File: config.mk
export PLATFORM = sky130hd
export DESIGN_NAME = rtpdsf_ram
export DESIGN_NICKNAME = d
export VERILOG_FILES = /design/src/rtl/core/rtpdsf_ram.sv
export SDC_FILE = /design/constraint.sdc
export NUM_CORES = 1
export LEC_CHECK = 0
export BUFFER_PORTS_ARGS = -buffer_cell sky130_fd_sc_hd__buf_4
export CORE_MARGIN = 2
export CORE_UTILIZATION = 45
export CTS_CLUSTER_DIAMETER = 120
export CTS_CLUSTER_SIZE = 8
export DETAILED_ROUTE_END_ITERATION = 8
export HOLD_SLACK_MARGIN = 0.08
export MAX_ROUTING_LAYER = met4
export PLACE_DENSITY_LB_ADDON = 0.05
export SLEW_MARGIN = 30
export SYNTH_ARGS = -nofsm -noshare
export SYNTH_HDL_FRONTEND = slang
export SYNTH_SLANG_ARGS = --single-unit
File: constraint.sdc
create_clock -name clk -period 2.09 [get_ports clk]
set_input_delay 0.3135 -clock clk [delete_from_list [all_inputs] [get_ports clk]]
set_output_delay 0.3135 -clock clk [all_outputs]
set_load 0.005 [all_outputs]
File: src/rtl/core/rtpdsf_ram.sv
// rtpdsf_ram: generic single write, single read ram with registered read data
module rtpdsf_ram #(
  parameter int WIDTH = 8,
  parameter int DEPTH = 16
) (
  input  logic                     clk,
  input  logic                     we,
  input  logic [$clog2(DEPTH)-1:0] waddr,
  input  logic [WIDTH-1:0]         wdata,
  input  logic                     re,
  input  logic [$clog2(DEPTH)-1:0] raddr,
  output logic [WIDTH-1:0]         rdata
);

  logic [WIDTH-1:0] mem [DEPTH];

  always_ff @(posedge clk) begin
    if (we) begin
      mem[waddr] <= wdata;
    end
    if (re) begin
      rdata <= mem[raddr];
    end
  end

endmodule

* Word-level counts from Yosys, hierarchy flattened
Memories as Yosys holds them, arrays and structs flattened. A register that Yosys moved wholly into a read port is not among the register bits. Cells that the tools add are included.
Storage, ports and cells: flip-flop bits (word level) 0, RAM bits 128, bits of input ports 19, output and inout port bits 8, word-level logic and storage cells 3, memories kept 1
Memory list:
- mem | words 16, bits a word 8, rd ports 1, clocked after memory_dff 1, wr ports 1, line 15 | logic [WIDTH-1:0] mem [DEPTH];
Operators by class: muxes and demuxes 2
Operator list (count):
- $mux 1 | 2

* Longest topological paths before layout
Gate-level depths: netlist (run 1).
depth after elaboration 2, depth in mapped cells 5, gate-level depth less buffers 3

* Worst setup path after synthesis (run 1)
OpenSTA, ideal clock, no wires.
path kind input port to flip-flop, from input waddr[2], to memory mem[0][0] (enable), library setup time 0.383 ns, data arrival time 1.423 ns, slack 0.284 ns, cell stages on the path 2, buffers on the path 0, cell sequence or3b_2 nor3_1
RTL lines:
- from (decl) | line 8 | input logic [$clog2(DEPTH)-1:0] waddr,
- to (decl) | line 15
No word-level cell before the write port.

==> flow_metrics.py, run 1 <==
metrics = {
    "run_status": {
        "outcome": "complete, no violations",
    },
    "detailed_routing": {
        "vias": 2449,
        "wire_per_inst_um": 22.7,
        "drc": 0,
        "finalWirelength_um": 10100,
        "dr.pass1.iters": 4,
        "ant_nets": 0,
        "drt_iter0_drc": 226,
        "vias_per_cell": 5.53,
    },
    "power_and_ir_drop": {
        "p_total_mw": 6.14,
        "p_int_mw": 4.93,
        "power_leakage_nw": 2.13,
        "clock_power_share_pct": 44.7,
        "ir_drop_mv": 0.648,
        "pwr-share-comb_pct": 4.9,
        "swShare_pct": 19.6,
        "p_seq_share_pct": 50.4,
        "p_switching_mw": 1.20,
        "powerDensity_mw_per_mm2": 981,
    },
    "timing": {
        "max_slew_margin_pct": 71.8,
        "setup_tns_ns": 0,
        "fin_crit_sh_pct": 70.6,
        "grt_setup_unrepaired": "no",
        "setup_viol": 0,
        "clock_skew_ns": 0.00620,
        "finalHoldViolations": 0,
        "fmax_mhz": 677,
        "worstMarginPinSlew_ns": 0.423,
        "finalCriticalPeriod_ns": 1.48,
        "drv_slew": 0,
    },
    "final_layout": {
        "layout_common_cells": "edfxtp_1, buf_4, mux4_2, clkbuf_16, a22oi_1",
        "fin_nets": 306,
        "diodes": 0,
        "multi_input_area_mm2": 0.00106,
        "nFillCells": 870,
        "final_common_cell": "edfxtp_1",
        "drive_above_1_share_pct": 31.0,
        "syn_to_final_growth_pct": 19.7,
        "ff_latch_area_mm2": 0.00408,
    },
    "worst_setup_path": {
        "r2r-start": "mem[2][2]",
        "ff2ff_path_depth": 3,
        "crit_type": "input port to register",
        "end_kind": "register",
        "worstPathArrival_ns": 1.64,
        "worstPathRequired_ns": 2.25,
        "critPathLaunch": "raddr[0]",
        "crit_fanout": 20,
        "worstSetupStartpointType": "input port",
    },
    "placed_design": {
        "gp_congestion": 0.725,
        "hpwl_um": 6510,
        "portBuffers": 26,
    },
    "global_route": {
        "grt_pass1_wl_um": 15600,
        "grt.overflow.total": 0,
        "grt_use_total_pct": 18.4,
        "grt_pass1_vias": 2677,
        "grt_max_degree": 25,
        "antenna_found_initial": 0,
    },
    "synthesis": {
        "synth-seq-cells": 136,
        "synth.avg_cell_area_um2": 22.8,
        "yosys_warnings": 0,
        "syn_nets": 248,
        "syn_area_mm2": 0.00523,
        "synth_cells": 229,
        "ys_seq_area_share_pct": 78.1,
        "ys_types": 18,
    },
    "floorplan": {
        "die_w_um": 112,
        "coreArea_mm2": 0.0114,
        "ios": 27,
        "rows": 39,
        "die_y_um": 112,
        "die_area_mm2": 0.0125,
        "initial_core_util_pct": 46.0,
    },
    "clock_tree": {
        "clock_latency_ns": 0.42,
        "cts_sinks": 136,
        "hold_buffers": 0,
        "ctsResizeCount": 0,
        "cts_tree": "built",
        "cts_buffer_depth": 2,
        "htree_levels": 4,
        "cts_root_buf": "clkbuf_16",
        "cts_buffers": 17,
        "path_clk_slew_ns": 0.06,
        "cts_setup_buffers": 0,
    },
    "worst_hold_path": {
        "hold_path.class": "input port to register",
        "hold_path_depth": 1,
        "hold_start": "re",
    },
    "job": {
        "drv_cap": 0,
    },
}
flip-flops by register name (all words and copies together) (netlist names):
| register | cells |
|---|---|
| mem | 128 |
| rdata | 8 |
synthesized netlist by cell type:
master | number | area (um^2)
a22oi_1 | 16 | 120
and2_1 | 1 | 6.26
and2b_1 | 1 | 7.51
buf_2 | 3 | 15.0
buf_4 | 1 | 7.51
buf_6 | 3 | 33.8
clkdlybuf4s25_2 | 3 | 30.0
edfxtp_1 | 136 | 4080
mux4_1 | 14 | 368
mux4_2 | 18 | 405
nand2_1 | 9 | 33.8
nand2b_1 | 2 | 12.5
nand3_1 | 1 | 5.00
nand3b_1 | 2 | 15.0
nor2_1 | 13 | 48.8
nor2b_1 | 1 | 6.26
nor3_1 | 4 | 20.0
or3b_2 | 1 | 8.76
power by group through the flow:
stage | clock (mW) | combinational [mW] | sequential (mW)
floorplan | 0 | 0.155 | 3.14
global placement | 0 | 0.306 | 3.15
detailed placement | 0 | 0.307 | 3.15
CTS | 2.79 | 0.307 | 3.09
global route | 2.92 | 0.329 | 3.09
finish | 2.75 | 0.301 | 3.09
per-layer routing:
layer / vias up / share of wire [%] / track usage (%)
met5: - / 0 / -
met1: 1263 / 45 / 24.6
li1: 1098 / - / -
met4: 0 / 1.0 / 7.00
met3: 13 / 6.3 / 5.66
met2: 75 / 48 / 26.8
area by class of cell:
cell class	count	share of cell area (%)
multi-input cells	83	16.9
clock inverters	13	1.78
well taps	143	2.86
flip-flops and latches	136	65.3
repair buffers	49	6.28
clock buffers	19	6.92
cell families (layout without fill, tap and decap cells):
logic type / count (synthesis) / count (layout) / share of synthesized area [%]
AO/OA/AOI/OAI: 16 / 16 / 2.30
buffers and inverters: 10 / 81 / 1.65
AND/OR/NAND/NOR: 35 / 35 / 3.14
multiplexers: 32 / 32 / 14.8
flip-flops: 136 / 136 / 78.1
per-stage QoR:
stage                     area [um^2]  worst slack [ns]  hold WS [ns]  util (%)  cells
after floorplan                  5230             0.284         0.412         -    229
after global placement           5710             0.136         0.633      50.2    411
after detailed placement         5710             0.144         0.627      50.2    411
after CTS                        6260             0.585         0.190      55.0    443
after global routing             6260             0.474         0.193      55.0    443
final                            6260             0.614         0.206      55.0    443
critical path, cell delays in order:
cell and delay, ns:
buf_4 0.20, buf_12 0.23, mux4_2 0.51, a22oi_1 0.28, nand2_1 0.09
final timing paths:
kind / endpoint / slack, ns
worst max-delay path: rdata[7] / 0.61
worst min-delay path: rdata[6] / 0.21
worst max register to register: rdata[2] / 0.61
worst min register to register: rdata[0] / 0.74
No activity file was read; power rests on OpenSTA's default activity.
==> run 2, diff against run 1 <==
- clock period: 2.09 -> 1.5 ns (I/O delays scaled with it)
==> run 2 against run 1 <==
  * The flow now finishes with violations (setup timing)
  * Worst setup slack worse by 0.65 ns
  * Clock skew is 0.0022 ns lower
  * Clock-buffer cell count is 5 higher
  * Die area stayed put
  * Design area is 0.72% higher
  * Combinational power is 47% higher
  * Worst hold slack worse by 0.086 ns
  * Global-route usage is 0.90 points higher
  * Utilization is 0.40 points higher
  * Routed wire length is 8.1% higher
  * Critical endpoint unchanged
  * Highest routed layer unchanged
==> flow_metrics.py, run 2 (synthesis results as in run 1) <==
metrics = {
    "run_status": {
        "outcome": "complete, but fails checks",
        "violations": "setup timing",
    },
    "placed_design": {
        "pre_cts_slack_ns": -0.319,
        "portBuffers": 26,
        "dpl_cell_area_mm2": 0.00579,
        "gp_congestion": 0.778,
        "placedCellCount": 420,
        "hpwl_um": 7050,
    },
    "final_layout": {
        "syn_to_final_growth_pct": 20.6,
        "final_cells": 450,
        "diodes": 0,
        "fin_util_pct": 55.4,
        "final_common_cell": "edfxtp_1",
        "largest_register_ffs": 128,
        "reg_top3": "mem (128), rdata (8)",
        "final_area_mm2": 0.00630,
        "nFillCells": 885,
        "fin_nets": 315,
        "drive_above_1_share_pct": 33.2,
        "largest_register": "mem",
        "layout_common_cells": "edfxtp_1, buf_4, mux4_2, clkbuf_16",
    },
    "timing": {
        "setup_viol": 2,
        "drv_slew": 0,
        "max_slew_margin_pct": 41.0,
        "fmax_mhz": 652,
        "hold_slack_ns": 0.120,
        "grt_setup_unrepaired": "yes",
        "worstMarginPinSlew_ns": 0.883,
        "clock_skew_ns": 0.00396,
        "finalCriticalPeriod_ns": 1.53,
        "setup_slack_ns": -0.0326,
        "finalHoldViolations": 0,
        "setup_tns_ns": -0.0459,
        "fin_crit_sh_pct": 102,
    },
    "global_route": {
        "grt_max_degree": 17,
        "grt_pass1_wl_um": 16200,
        "grt_use_total_pct": 19.3,
        "grt_pass1_vias": 2582,
        "antenna_found_initial": 0,
        "grt.overflow.total": 0,
    },
    "clock_tree": {
        "htree_levels": 4,
        "clock_latency_ns": 0.41,
        "cts_root_buf": "clkbuf_16",
        "hold_buffers": 0,
        "cts_buffer_depth": 2,
        "cts_setup_buffers": 0,
        "cts_sinks": 136,
        "cts_buffers": 17,
        "cts_tree": "built",
        "path_clk_slew_ns": 0.05,
    },
    "worst_setup_path": {
        "crit_type": "register to register",
        "worstPathRequired_ns": 1.66,
        "r2r_slack_ns": -0.03,
        "cp-endpoint": "rdata[7]",
        "rr_endpoint": "rdata[7]",
        "crit_fanout": 1,
        "end_kind": "register",
        "worstPathArrival_ns": 1.69,
        "critPathLaunch": "mem[3][7]",
        "cpPeakStageDelay_ns": 0.50,
        "r2r-start": "mem[3][7]",
        "ff2ff_path_depth": 4,
        "path_cells": "mux4_2 -> a22oi_2 -> buf_4 -> nand2_2",
        "worstSetupStartpointType": "register",
        "crit_slowest_cell": "mux4_2",
    },
    "detailed_routing": {
        "finalWirelength_um": 10900,
        "dr.pass1.iters": 4,
        "wire_per_inst_um": 24.2,
        "vias_per_cell": 5.66,
        "drc": 0,
        "vias": 2546,
        "drt_iter0_drc": 162,
        "ant_nets": 0,
    },
    "power_and_ir_drop": {
        "p_total_mw": 8.34,
        "ir_drop_mv": 0.712,
        "power_leakage_nw": 2.16,
        "powerDensity_mw_per_mm2": 1320,
    },
    "floorplan": {
        "die_y_um": 112,
        "initial_core_util_pct": 46.0,
        "rows": 39,
        "coreArea_mm2": 0.0114,
        "die_area_mm2": 0.0125,
        "die_w_um": 112,
        "ios": 27,
    },
    "worst_hold_path": {
        "hold_path.class": "input port to register",
        "hold_path_depth": 1,
    },
    "job": {
        "drv_cap": 0,
    },
}
## run 2: cell count changes in the layout (fill, tap and decap cells not counted)
cell | before | now
buf_4 | 47 | 56
nand2_2 | 0 | 1
clkinv_2 | 5 | 3
a22oi_2 | 0 | 2
clkbuf_1 | 2 | 7
clkinv_1 | 5 | 2
clkinvlp_4 | 1 | 0
bufinv_16 | 2 | 1
a22oi_1 | 16 | 14
nor3_1 | 4 | 3
nor3_2 | 0 | 1
nand2_1 | 9 | 8
## run 2: area by class of cell
type	instances	area (um^2)	share of cell area (%)
sequential	136	4080	64.8
multi-input combinational	83	1070	17.1
timing repair buffer	58	460	7.31
clock buffer	24	452	7.17
tap	143	179	2.84
clock inverter	6	52.6	0.834
## run 2: worst max-delay path, delay by kind of cell (launching register included)
kind,cells,cell delay [ns]
multiplexers,1,0.50
AND/OR/NAND/NOR,1,0.05
buffers and inverters,1,0.16
flip-flops,1,0.36
AO/OA/AOI/OAI,1,0.21
## run 2: worst min path at each step
stage | slack (ns) | startpoint | end
finish | 0.12 | wdata[4] | mem[14][4]
global route | 0.12 | re | rdata[4]
CTS | 0.11 | wdata[4] | mem[4][4]
detailed placement | 0.54 | wdata[1] | mem[1][1]
global placement | 0.53 | wdata[1] | mem[1][1]
floorplan | 0.32 | wdata[0] | mem[0][0]
## run 2: per-layer routing
| layer | share of wire, % | track usage (%) |
|---|---|---|
| met3 | 3.7 | 4.90 |
| met1 | 48 | 26.6 |
| met5 | 0 | - |
| met2 | 48 | 27.8 |
| met4 | 0.95 | 7.90 |
## run 2: power breakdown
group	leakage [nW]	total, mW	internal, mW	switching, mW
clock network	0.247	3.59	2.23	1.36
logic	0.673	0.441	0.208	0.233
registers	1.24	4.31	4.29	0.0218
## run 2: timing repair
action	in CTS	in global routing
pin swaps	1	0
endpoints found under the setup margin	2	3
gates resized for setup	3	0
==> run 3, diff against run 2 <==
- clock period: 1.5 -> 1.35 ns (I/O delays scaled with it)
==> run 3 against run 2 <==
  * Combinational power rose by 23%
  * Fmax up 7.2%
  * Highest routed layer unchanged
  * Routed wire length is 2.9% lower
  * Global-route usage shrank 0.22 points
  * Sequential share of layout area shrank 0.71 points
  * The flow still finishes with violations (setup timing)
  * Critical path type unchanged
==> flow_metrics.py, run 3 (synthesis results as in run 1) <==
metrics = {
    "run_status": {
        "outcome": "complete, but fails checks",
        "violations": "setup timing",
    },
    "worst_setup_path": {
        "path_cells": "mux4_2 -> a22oi_1 -> nand2_1",
        "crit_fanout": 1,
        "end_kind": "register",
        "crit_type": "register to register",
        "worstSetupStartpointType": "register",
        "cpPeakStageDelay_ns": 0.54,
        "crit_slowest_cell": "mux4_2",
        "worstPathArrival_ns": 1.60,
        "worstPathRequired_ns": 1.52,
    },
    "final_layout": {
        "fin_util_pct": 56.0,
        "syn_to_final_growth_pct": 21.9,
        "largest_register_ffs": 128,
        "diodes": 0,
        "fin_nets": 315,
        "final_common_cell": "edfxtp_1",
        "layout_common_cells": "edfxtp_1, buf_4, mux4_2, clkbuf_16, nor2_1",
        "final_area_mm2": 0.00637,
        "drive_above_1_share_pct": 42.4,
        "largest_register": "mem",
        "nFillCells": 876,
        "reg_top3": "mem (128), rdata (8)",
    },
    "timing": {
        "finalCriticalPeriod_ns": 1.43,
        "finalHoldViolations": 0,
        "setup_slack_ns": -0.0792,
        "drv_slew": 0,
        "hold_slack_ns": 0.116,
        "clock_skew_ns": 0.00498,
        "max_slew_margin_pct": 33.9,
        "fin_crit_sh_pct": 106,
        "grt_setup_unrepaired": "yes",
        "fmax_mhz": 700,
        "setup_viol": 8,
        "worstMarginPinSlew_ns": 0.989,
        "setup_tns_ns": -0.422,
    },
    "global_route": {
        "grt_pass1_wl_um": 16100,
        "grt_use_total_pct": 19.1,
        "grt.overflow.total": 0,
        "grt_max_degree": 21,
        "grt_pass1_vias": 2548,
        "antenna_found_initial": 0,
    },
    "floorplan": {
        "initial_core_util_pct": 46.0,
        "coreArea_mm2": 0.0114,
        "die_area_mm2": 0.0125,
        "rows": 39,
        "die_w_um": 112,
        "ios": 27,
        "die_y_um": 112,
    },
    "worst_hold_path": {
        "hold_path.class": "input port to register",
    },
    "placed_design": {
        "gp_congestion": 0.736,
        "dpl_cell_area_mm2": 0.00576,
        "portBuffers": 26,
        "hpwl_um": 6800,
    },
    "clock_tree": {
        "cts_setup_buffers": 0,
        "cts_buffers": 17,
        "clock_latency_ns": 0.42,
        "path_clk_slew_ns": 0.06,
        "cts_sinks": 136,
        "cts_tree": "built",
        "cts_root_buf": "clkbuf_16",
        "htree_levels": 4,
        "cts_buffer_depth": 2,
    },
    "detailed_routing": {
        "ant_nets": 0,
        "drc": 0,
        "dr.pass1.iters": 4,
        "drt_iter0_drc": 177,
        "wire_per_inst_um": 23.4,
        "finalWirelength_um": 10600,
        "vias": 2471,
        "vias_per_cell": 5.47,
    },
    "job": {
        "drv_cap": 0,
    },
    "power_and_ir_drop": {
        "p_total_mw": 9.68,
        "powerDensity_mw_per_mm2": 1520,
        "ir_drop_mv": 0.969,
        "power_leakage_nw": 2.13,
    },
}
==> run 3: cell count changes in the layout (fill, tap and decap cells not counted), sizes merged <==
cell and delta:
buf -1, bufinv +1, clkbuf -7, clkinv +4
clkinvlp +4, dlygate4sd3 +1
==> run 3: path summary, 6_finish.rpt <==
path / start / endpoint / slack [ns] / cells after the start
worst max-delay path: mem[7][2] / rdata[2] / -0.08 / 3
worst min-delay path: wdata[1] / mem[15][1] / 0.12 / 1
worst max register to register: mem[7][2] / rdata[2] / -0.08 / 3
worst min register to register: mem[10][6] / rdata[6] / 0.76 / 3
==> run 3: per-layer routing <==
metal / routed length (um) / global-route usage, % / vias up
met4: 148 / 6.91 / 0
li1: - / - / 1100
met3: 477 / 5.23 / 16
met1: 4970 / 27.1 / 1284
met2: 4970 / 26.7 / 71
met5: 0 / - / -
==> run 3: area by class of cell <==
class	instances	area, um^2	share of cell area (%)
Clock buffer	17	425	6.68
Clock inverter	15	136	2.14
Multi-Input combinational cell	83	1060	16.6
Sequential cell	136	4080	64.1
Tap cell	143	179	2.81
Timing Repair Buffer	58	488	7.66
==> run 3: what timing repair did <==
action,4_1_cts,5_1_grt
endpoints found under the hold margin,8,0
gates resized for setup,7,2
cloned,0,0
hold buffers,1,0
pin swaps,1,0
setup endpoints to repair,8,8
==> run 3: critical path, delay by kind of cell (launching register included) <==
| kind | cells | cell delay [ns] |
|---|---|---|
| AND/OR/NAND/NOR | 1 | 0.08 |
| flip-flops | 1 | 0.36 |
| multiplexers | 1 | 0.54 |
| AO/OA/AOI/OAI | 1 | 0.21 |
==> run 3: where the power goes <==
group / internal [mW] / total [mW] / switching [mW]
clock: 2.68 / 4.36 / 1.68
sequential: 4.76 / 4.78 / 0.0223
combinational: 0.257 / 0.543 / 0.286
total: 7.69 / 9.68 / 1.99
==> run 3: through the flow <==
step                worst slack [ns]  std cells
floorplan                     -0.119        229
global placement              -0.436        419
detailed placement            -0.490        419
CTS                          -0.0975        452
global route                  -0.144        452
finish                       -0.0792        452
